**src/design/mm64_pkg.sv**
```systemverilog
// ----------------------------------------------------------------------------
// mm64_pkg
// Shared types, constants and helpers for the 64-bit string hash block.
// ----------------------------------------------------------------------------
package mm64_pkg;

    // hash constants
    localparam logic [63:0] MUL_M       = 64'hc6a4a7935bd1e995;
    localparam int unsigned SHIFT_R     = 47;
    localparam int unsigned LENGTH_BITS = 32;

    // input beat: one little-endian word of the string
    typedef struct packed {
        logic [63:0] data_word;
        logic [3:0]  bytes_valid;
        logic [31:0] total_length;
        logic        last_word;
    } t_in_beat;

    // output beat: finished hash of one string
    typedef struct packed {
        logic [63:0] hash_value;
        logic        length_mismatch;
    } t_out_beat;

    // request to the shared multiplier
    typedef struct packed {
        logic        start;
        logic [63:0] operand;
    } t_mul_req;

    // response from the shared multiplier
    typedef struct packed {
        logic        done;
        logic [63:0] product;
    } t_mul_rsp;

    // sequencer states
    typedef enum logic [3:0] {
        S_IDLE,
        S_INIT,
        S_DISPATCH,
        S_MIX_A,
        S_MIX_B,
        S_MIX_C,
        S_TAIL,
        S_FINAL,
        S_DONE
    } t_state;

    // keep the low nbytes bytes of a word
    function automatic logic [63:0] byte_mask(input logic [3:0] nbytes);
        logic [63:0] mask;
        mask = '0;
        for (int i = 0; i < 8; i++) begin
            if (4'(i) < nbytes) begin
                mask[8*i +: 8] = 8'hff;
            end
        end
        return mask;
    endfunction

    // xor-shift step of the mix
    function automatic logic [63:0] xor_shift(input logic [63:0] value);
        return value ^ (value >> SHIFT_R);
    endfunction

endpackage

```
**src/design/mm64_mul_unit.sv**
```systemverilog
// ----------------------------------------------------------------------------
// mm64_mul_unit
// Iterative multiply by the hash constant, low 64 bits of the product.
// One 32x32 multiplier, three partial products computed one after another.
// ----------------------------------------------------------------------------
module mm64_mul_unit (
    input  logic               i_clk,
    input  logic               i_rst_n,
    input  mm64_pkg::t_mul_req i_req,
    output mm64_pkg::t_mul_rsp o_rsp
);

    localparam logic [31:0] M_LO = mm64_pkg::MUL_M[31:0];
    localparam logic [31:0] M_HI = mm64_pkg::MUL_M[63:32];

    logic        r_busy;
    logic        r_done;
    logic [1:0]  r_step;
    logic [63:0] r_x;
    logic [63:0] r_prod;
    logic [63:0] r_acc;

    logic [31:0] w_a;
    logic [31:0] w_b;
    logic [63:0] w_pp;

    // operand halves for the current partial product
    always_comb begin
        w_a  = (r_step == 2'd2) ? r_x[63:32] : r_x[31:0];
        w_b  = (r_step == 2'd1) ? M_HI : M_LO;
        w_pp = 64'(w_a) * 64'(w_b);
    end

    // step control
    always_ff @(posedge i_clk) begin
        if (!i_rst_n) begin
            r_busy <= 1'b0;
            r_done <= 1'b0;
            r_step <= 2'd0;
        end else begin
            r_done <= 1'b0;
            if (i_req.start) begin
                r_busy <= 1'b1;
                r_step <= 2'd0;
            end else if (r_busy) begin
                r_step <= r_step + 2'd1;
                if (r_step == 2'd3) begin
                    r_busy <= 1'b0;
                    r_done <= 1'b1;
                end
            end
        end
    end

    // partial products and accumulation
    always_ff @(posedge i_clk) begin
        if (i_req.start) begin
            r_x <= i_req.operand;
        end else if (r_busy) begin
            case (r_step)
                2'd0: begin
                    r_prod <= w_pp;
                end
                2'd1: begin
                    r_acc  <= r_prod;
                    r_prod <= w_pp;
                end
                2'd2: begin
                    r_acc  <= r_acc + {r_prod[31:0], 32'd0};
                    r_prod <= w_pp;
                end
                default: begin
                    r_acc  <= r_acc + {r_prod[31:0], 32'd0};
                end
            endcase
        end
    end

    assign o_rsp.done    = r_done;
    assign o_rsp.product = r_acc;

endmodule

```
**src/design/murmur64a_string_hash.sv**
```systemverilog
// ----------------------------------------------------------------------------
// murmur64a_string_hash
// 64-bit MurmurHash64A of a byte string fed as little-endian 8-byte words.
// ----------------------------------------------------------------------------
// multiplications per word, m: first word of a string +1 (length), full word +3,
//   partial word +1, last word +1 (m = 0..5); they run one after another on
//   the shared multiplier, and a hash leaves after its last word's final one
// input: a new word is accepted only in idle, once all multiplies of the previous
//   word are done; after a last word, only once its hash has gone to the output
// reset: synchronous active low; clears the sequencer, seed and message state
// ----------------------------------------------------------------------------
module murmur64a_string_hash #(
    parameter int unsigned LENGTH_BITS = mm64_pkg::LENGTH_BITS
) (
    input  logic                i_clk,
    input  logic                i_rst_n,
    input  logic                i_cfg_wr_en,
    input  logic [31:0]         i_cfg_wr_data,
    input  logic                i_in_valid,
    output logic                o_in_stall,
    input  mm64_pkg::t_in_beat  i_in_beat,
    output logic                o_out_valid,
    input  logic                i_out_stall,
    output mm64_pkg::t_out_beat o_out_beat
);

    localparam int unsigned LB = LENGTH_BITS;

    mm64_pkg::t_state    r_state, n_state;
    logic [31:0]         r_seed;
    logic [63:0]         r_hash, n_hash;
    logic [LB-1:0]       r_seen, n_seen;
    logic [LB-1:0]       r_stated, n_stated;
    logic                r_await, n_await;
    logic [63:0]         r_word, n_word;
    logic [3:0]          r_nbytes, n_nbytes;
    logic                r_last, n_last;
    logic                r_mul_start, n_mul_start;
    logic [63:0]         r_mul_opnd, n_mul_opnd;
    logic                r_out_valid, n_out_valid;
    mm64_pkg::t_out_beat r_out_beat, n_out_beat;

    mm64_pkg::t_mul_req  w_mul_req;
    mm64_pkg::t_mul_rsp  w_mul_rsp;
    logic                w_in_acc;
    logic                w_slot_free;
    logic [3:0]          w_nbytes;
    logic [63:0]         w_len_ext;
    logic [LB-1:0]       w_len;
    logic [63:0]         w_stated64;
    logic [LB-1:0]       w_base;
    logic [LB:0]         w_sum;
    logic [63:0]         w_prod;

    // shared constant multiplier
    assign w_mul_req.start   = r_mul_start;
    assign w_mul_req.operand = r_mul_opnd;

    mm64_mul_unit u_mul (
        .i_clk   (i_clk),
        .i_rst_n (i_rst_n),
        .i_req   (w_mul_req),
        .o_rsp   (w_mul_rsp)
    );

    assign w_prod = w_mul_rsp.product;

    // handshake outputs
    always_comb begin
        o_in_stall  = (r_state != mm64_pkg::S_IDLE);
        o_out_valid = r_out_valid;
        o_out_beat  = r_out_beat;
    end

    assign w_in_acc    = i_in_valid && !o_in_stall;
    assign w_slot_free = !r_out_valid || !i_out_stall;

    // input beat decode: clamp byte count, mask stated length
    always_comb begin
        w_nbytes   = i_in_beat.bytes_valid[3] ? 4'd8 : i_in_beat.bytes_valid;
        w_len_ext  = {32'd0, i_in_beat.total_length};
        w_len      = w_len_ext[LB-1:0];
        w_stated64 = '0;
        w_stated64[LB-1:0] = w_len;
        w_base     = r_await ? '0 : r_seen;
        w_sum      = {1'b0, w_base} + (LB+1)'(w_nbytes);
    end

    // next state
    always_comb begin
        n_state = r_state;
        case (r_state)
            mm64_pkg::S_IDLE: begin
                if (w_in_acc) begin
                    n_state = r_await ? mm64_pkg::S_INIT : mm64_pkg::S_DISPATCH;
                end
            end
            mm64_pkg::S_INIT: begin
                if (w_mul_rsp.done) n_state = mm64_pkg::S_DISPATCH;
            end
            mm64_pkg::S_DISPATCH: begin
                if (r_nbytes == 4'd8) begin
                    n_state = mm64_pkg::S_MIX_A;
                end else if (r_nbytes != 4'd0) begin
                    n_state = mm64_pkg::S_TAIL;
                end else if (r_last) begin
                    n_state = mm64_pkg::S_FINAL;
                end else begin
                    n_state = mm64_pkg::S_IDLE;
                end
            end
            mm64_pkg::S_MIX_A: begin
                if (w_mul_rsp.done) n_state = mm64_pkg::S_MIX_B;
            end
            mm64_pkg::S_MIX_B: begin
                if (w_mul_rsp.done) n_state = mm64_pkg::S_MIX_C;
            end
            mm64_pkg::S_MIX_C, mm64_pkg::S_TAIL: begin
                if (w_mul_rsp.done) begin
                    n_state = r_last ? mm64_pkg::S_FINAL : mm64_pkg::S_IDLE;
                end
            end
            mm64_pkg::S_FINAL: begin
                if (w_mul_rsp.done) n_state = mm64_pkg::S_DONE;
            end
            mm64_pkg::S_DONE: begin
                if (w_slot_free) n_state = mm64_pkg::S_IDLE;
            end
            default: begin
                n_state = mm64_pkg::S_IDLE;
            end
        endcase
    end

    // datapath and multiplier launches
    always_comb begin
        n_hash      = r_hash;
        n_seen      = r_seen;
        n_stated    = r_stated;
        n_await     = r_await;
        n_word      = r_word;
        n_nbytes    = r_nbytes;
        n_last      = r_last;
        n_mul_start = 1'b0;
        n_mul_opnd  = r_mul_opnd;
        n_out_valid = r_out_valid && i_out_stall;
        n_out_beat  = r_out_beat;
        case (r_state)
            mm64_pkg::S_IDLE: begin
                if (w_in_acc) begin
                    n_word   = i_in_beat.data_word;
                    n_nbytes = w_nbytes;
                    n_last   = i_in_beat.last_word;
                    n_seen   = w_sum[LB] ? '1 : w_sum[LB-1:0];
                    if (r_await) begin
                        n_stated    = w_len;
                        n_await     = 1'b0;
                        n_mul_start = 1'b1;
                        n_mul_opnd  = w_stated64;
                    end
                end
            end
            mm64_pkg::S_INIT: begin
                if (w_mul_rsp.done) n_hash = {32'd0, r_seed} ^ w_prod;
            end
            mm64_pkg::S_DISPATCH: begin
                if (r_nbytes == 4'd8) begin
                    n_mul_start = 1'b1;
                    n_mul_opnd  = r_word;
                end else if (r_nbytes != 4'd0) begin
                    n_mul_start = 1'b1;
                    n_mul_opnd  = r_hash ^ (r_word & mm64_pkg::byte_mask(r_nbytes));
                end else if (r_last) begin
                    n_mul_start = 1'b1;
                    n_mul_opnd  = mm64_pkg::xor_shift(r_hash);
                end
            end
            mm64_pkg::S_MIX_A: begin
                if (w_mul_rsp.done) begin
                    n_mul_start = 1'b1;
                    n_mul_opnd  = mm64_pkg::xor_shift(w_prod);
                end
            end
            mm64_pkg::S_MIX_B: begin
                if (w_mul_rsp.done) begin
                    n_mul_start = 1'b1;
                    n_mul_opnd  = r_hash ^ w_prod;
                end
            end
            mm64_pkg::S_MIX_C, mm64_pkg::S_TAIL: begin
                if (w_mul_rsp.done) begin
                    n_hash = w_prod;
                    if (r_last) begin
                        n_mul_start = 1'b1;
                        n_mul_opnd  = mm64_pkg::xor_shift(w_prod);
                    end
                end
            end
            mm64_pkg::S_FINAL: begin
                if (w_mul_rsp.done) n_hash = mm64_pkg::xor_shift(w_prod);
            end
            mm64_pkg::S_DONE: begin
                if (w_slot_free) begin
                    n_out_valid                = 1'b1;
                    n_out_beat.hash_value      = r_hash;
                    n_out_beat.length_mismatch = (r_seen != r_stated);
                    n_hash                     = '0;
                    n_seen                     = '0;
                    n_stated                   = '0;
                    n_await                    = 1'b1;
                end
            end
            default: begin
                n_await = 1'b1;
            end
        endcase
    end

    // control and message state
    always_ff @(posedge i_clk) begin
        if (!i_rst_n) begin
            r_state     <= mm64_pkg::S_IDLE;
            r_seed      <= '0;
            r_hash      <= '0;
            r_seen      <= '0;
            r_stated    <= '0;
            r_await     <= 1'b1;
            r_mul_start <= 1'b0;
            r_out_valid <= 1'b0;
        end else begin
            r_state     <= n_state;
            r_hash      <= n_hash;
            r_seen      <= n_seen;
            r_stated    <= n_stated;
            r_await     <= n_await;
            r_mul_start <= n_mul_start;
            r_out_valid <= n_out_valid;
            if (i_cfg_wr_en) r_seed <= i_cfg_wr_data;
        end
    end

    // beat payload and multiplier operand
    always_ff @(posedge i_clk) begin
        r_word     <= n_word;
        r_nbytes   <= n_nbytes;
        r_last     <= n_last;
        r_mul_opnd <= n_mul_opnd;
        r_out_beat <= n_out_beat;
    end

endmodule
```
**config.mk**
```make
export PLATFORM = sky130hd
export DESIGN_NAME = murmur64a_string_hash
export DESIGN_NICKNAME = d
export VERILOG_FILES = /design/src/design/mm64_pkg.sv /design/src/design/mm64_mul_unit.sv /design/src/design/murmur64a_string_hash.sv
export SDC_FILE = /design/constraint.sdc
export NUM_CORES = 2
export LEC_CHECK = 0
export BUFFER_PORTS_ARGS = -buffer_cell sky130_fd_sc_hd__buf_2
export CAP_MARGIN = 20
export CORE_UTILIZATION = 25
export DETAILED_ROUTE_END_ITERATION = 6
export GPL_TIMING_DRIVEN = 0
export HOLD_SLACK_MARGIN = 0.02
export PLACE_DENSITY = 0.51
export SYNTH_ARGS = -nofsm -noshare
export SYNTH_HDL_FRONTEND = slang
export SYNTH_HIERARCHICAL = 1
export SYNTH_SLANG_ARGS = --single-unit
export TNS_END_PERCENT = 5
```
**constraint.sdc**
```tcl
create_clock -name i_clk -period 8.5 [get_ports i_clk]
set_clock_uncertainty 0.05 [all_clocks]
set_input_delay 0.425 -clock i_clk [delete_from_list [all_inputs] [get_ports i_clk]]
set_output_delay 0.425 -clock i_clk [all_outputs]
set_load 0.01 [all_outputs]
```
==> run metrics <==
post-layout worst setup margin -0.05063 ns; Post-Syn Area per Cell 10.37 sq um; Max Freq 117.0 MHz; max cap viols 0; Max stage delay on crit path 0.57 ns; Clock Pin Slew Worst Setup and Hold Paths 0.06 ns; routed wire length 196700 um; Die Wd 453.9 um; min-delay worst type in -> reg; Critical path origin u_mul/r_step[0]; H-tree lvl count 2; IO Pins 205; Post-Syn Nets 6125; Starting Density 0.2521; FFs w/ async S/R, synth 0; main combinational cell family by area after synthesis adder cells; die area 206000 sq um; Placed Cells 7818; Simple-Gate Fraction of Synth Area 0.08840; Cell Area, Placed 55740 sq um; Hold Startpoint i_in_beat[32]; Worst setup EP type flip-flop; crit-path max FO 7; flop2flop setup slack -0.05 ns; mux contribution to synthesized area 0.01586; DR pass1 iterations 7; root buf cell clkbuf_16; #FFs+latches synth 561; CTS tree yes; Netlist cell types 110; DR vias/cell 4.881; GR Overflow Total 0; number of antenna violations at the first check in global routing 4; CTS Buf Count 61; GR peak layer met2; post-synthesis sequential area ratio 0.2965; xor-xnor portion of the synthesized cell area 0.03174; GR Util met2 0.3042; Area Growth Syn to Fin 22.17%; Final period util 1.006; Slew Limit Fails 0; Synth Area in Compound Gates 0.1287; Core ar. 202500 sq um; Crit-path slowest cell fa_2; RSZ-0062 raised after global routing true; minimum clock period 8.551 ns; layout cells sized above 1 0.1800; Clock Latency Late Sink 0.68 ns; Reg-to-Reg End u_mul/r_prod[58]; failing checks design-rule violations, negative setup slack; crit path DAT 8.98 ns; vias in the first global route 40992; all-layer global routing usage 0.1874; cell count of the worst reg-to-reg path 33; global-route wire length before repair 281600 um; Slew @ Worst Pin 1.093 ns; Post-Synthesis Cells 4923; YS warnings 6; layout net count 6712; Hold Vio Cnt, Final 0; IO buf count 203; met1 Use GR 0.2505; hpwl dp 158900 um; via count of the routed design 40191; Max clock buf depth 3; Reg-to-Reg Start u_mul/r_step[0]; ys flop type edfxtp_1; critical path class reg -> reg; final setup vio count 6; Final Cell Area 62370 sq um; global-route track usage on met3 0.02548; synthesized area 51050 sq um; Synth Area in Adders 0.3527; relative slew slack 0.2612; largest net degree at the start of global routing 68; CP endpoint u_mul/r_prod[58]; Rows 165; CP Launch Type flip-flop; DRT antenna net count 0; Critical Path RT 8.92 ns; WL per Instance 23.89 um; GPL Wtd Cong 0.9507; Die Y 453.9 um; EDFF count, synth 390; drc violations 1; status finished with violations; Critical Path Most Common Cell fa_1; Clock Sinks 561; DRT iter0 DRCs 3819; fin cells 8235
## critical path, delay by kind of cell, from the launching register on
| family | cells | cell delay (ns) |
|---|---|---|
| XOR/XNOR | 1 | 0.24 |
| AND/OR/NAND/NOR | 5 | 0.89 |
| adder cells (fa/ha/maj) | 9 | 4.13 |
| multiplexers | 1 | 0.34 |
| flip-flops | 1 | 0.36 |
| buffers and inverters | 13 | 1.38 |
| AO/OA/AOI/OAI | 4 | 0.93 |
## cell usage after synthesis (11+ instances only)
cell type  instances  area share
o21a_1            14      0.0021
o211ai_1          28      0.0041
a31oi_1           30      0.0037
a21o_1            68       0.010
nor2_1           214       0.016
and2_1            54      0.0066
a21oi_1          335       0.033
xnor2_1          120       0.021
xor2_1            65       0.011
a2bb2oi_1         17      0.0029
buf_1             13     0.00096
buf_4             13      0.0019
a211oi_2          14      0.0034
fa_1             625        0.25
a211oi_1          11      0.0016
dfxtp_1          171       0.067
o21ai_1           13      0.0013
or2_2             15      0.0018
nor3b_1           24      0.0035
clkbuf_1         102      0.0075
o21ai_0          177       0.017
a221oi_1          30      0.0051
o21bai_1          20      0.0029
mux2i_1           64       0.013
nor3_1            26      0.0025
nor4_1            12      0.0015
a211o_1           15      0.0026
inv_1            891       0.066
nand3_1          101      0.0099
a22oi_1           43      0.0063
nand4_1           40      0.0049
edfxtp_1         390        0.23
nand2_1          334       0.025
ha_1             439        0.11
mux2_2            15      0.0033
o211a_1           27      0.0053
buf_2             59      0.0058
nor2b_1           23      0.0028
buf_6             14      0.0031
nand2b_1          15      0.0018
and3_1            22      0.0027
o221ai_1          18      0.0031
o22ai_1           31      0.0038
a221o_1           18      0.0035
o221a_2           12      0.0026
## worst min path at each step
stage | to | slack, ns | depth (start not counted)
detailed placement | u_mul/r_x[20] | 0.35 | 0
floorplan | u_mul/r_x[0] | 0.35 | 0
finish | r_stated[31] | 0.06 | 3
CTS | r_stated[31] | 0.02 | 3
global route | r_stated[31] | 0.05 | 3
global placement | u_mul/r_x[7] | 0.35 | 0
## timing repair
| item | in CTS | in global routing |
|---|---|---|
| hold endpoints to repair | 129 | 0 |
| hold buffers | 129 | 0 |
| endpoints found under the setup margin | 51 | 28 |
| pin swaps | 80 | 92 |
| buffers inserted | 126 | 54 |
| gates resized for setup | 366 | 110 |
| gates cloned | 2 | 0 |
## cell type report
class                   instances  area (sq um)
well taps                    2672          3343
repair buffers                533          4189
fillers                     20832        140200
multi-input cells            3259         32930
plain buffers                 200          1184
clock inverters                35         365.4
flip-flops and latches        561         15140
clock buffers                  79          1707
inverters                     894          3505
diodes                          2         5.005
## per-layer routing
layer,wire (um),up-vias
met5,13,-
met4,9295,2
met3,14480,357
met2,90040,1775
met1,82900,20320
li1,-,17737
## sequential cells by signal, summed over array words and instances (netlist names), 32 cells and up
register	count
r_hash	64
r_stated	32
u_mul/r_x	64
o_out_beat	65
u_mul/r_acc	64
u_mul/r_prod	64
r_seed	32
r_word	64
r_mul_opnd	64
r_seen	32
## placed cells by master, fill, tap and decap left out, types with 40 or more instances in the layout
| cell type | count |
|---|---|
| a22oi_1 | 41 |
| mux2i_1 | 46 |
| fa_1 | 582 |
| xnor2_1 | 116 |
| nand4_1 | 40 |
| dfxtp_1 | 168 |
| clkbuf_16 | 66 |
| dlygate4sd3_1 | 129 |
| edfxtp_1 | 390 |
| a21oi_1 | 314 |
| o21ai_0 | 167 |
| nand3_1 | 100 |
| xor2_1 | 59 |
| fa_2 | 43 |
| ha_1 | 414 |
| a21o_1 | 68 |
| inv_1 | 831 |
| buf_2 | 262 |
| nand2_1 | 319 |
| and2_1 | 43 |
| nor2_1 | 182 |
| buf_4 | 176 |
| clkbuf_1 | 90 |
## kinds of logic (layout without fill, tap and decap cells)
logic type,count (synthesis),after routing
AND/OR/NAND/NOR,933,933
buffers and inverters,1103,1741
other,2,4
flip-flops,561,561
multiplexers,79,79
AO/OA/AOI/OAI,996,996
adder cells (fa/ha/maj),1064,1064
XOR/XNOR,185,185
## through the flow
| step | setup slack [ns] | util | hold WS [ns] | setup TNS [ns] |
|---|---|---|---|---|
| finish | -0.05063 | 0.3079 | 0.06197 | -0.2020 |
| global route | -0.2132 | 0.3079 | 0.05252 | -3.476 |
| CTS | -0.01835 | 0.3040 | 0.02267 | -0.03796 |
| detailed placement | -2.818 | 0.2752 | 0.3545 | -90.70 |
| global placement | -3.281 | 0.2736 | 0.3547 | -109.10 |
| floorplan | 0.03546 | - | 0.3503 | 0 |
Power is left out: the tool's default activity adds up to more than one toggle a clock period on the data nets, which glitch-free logic cannot reach.
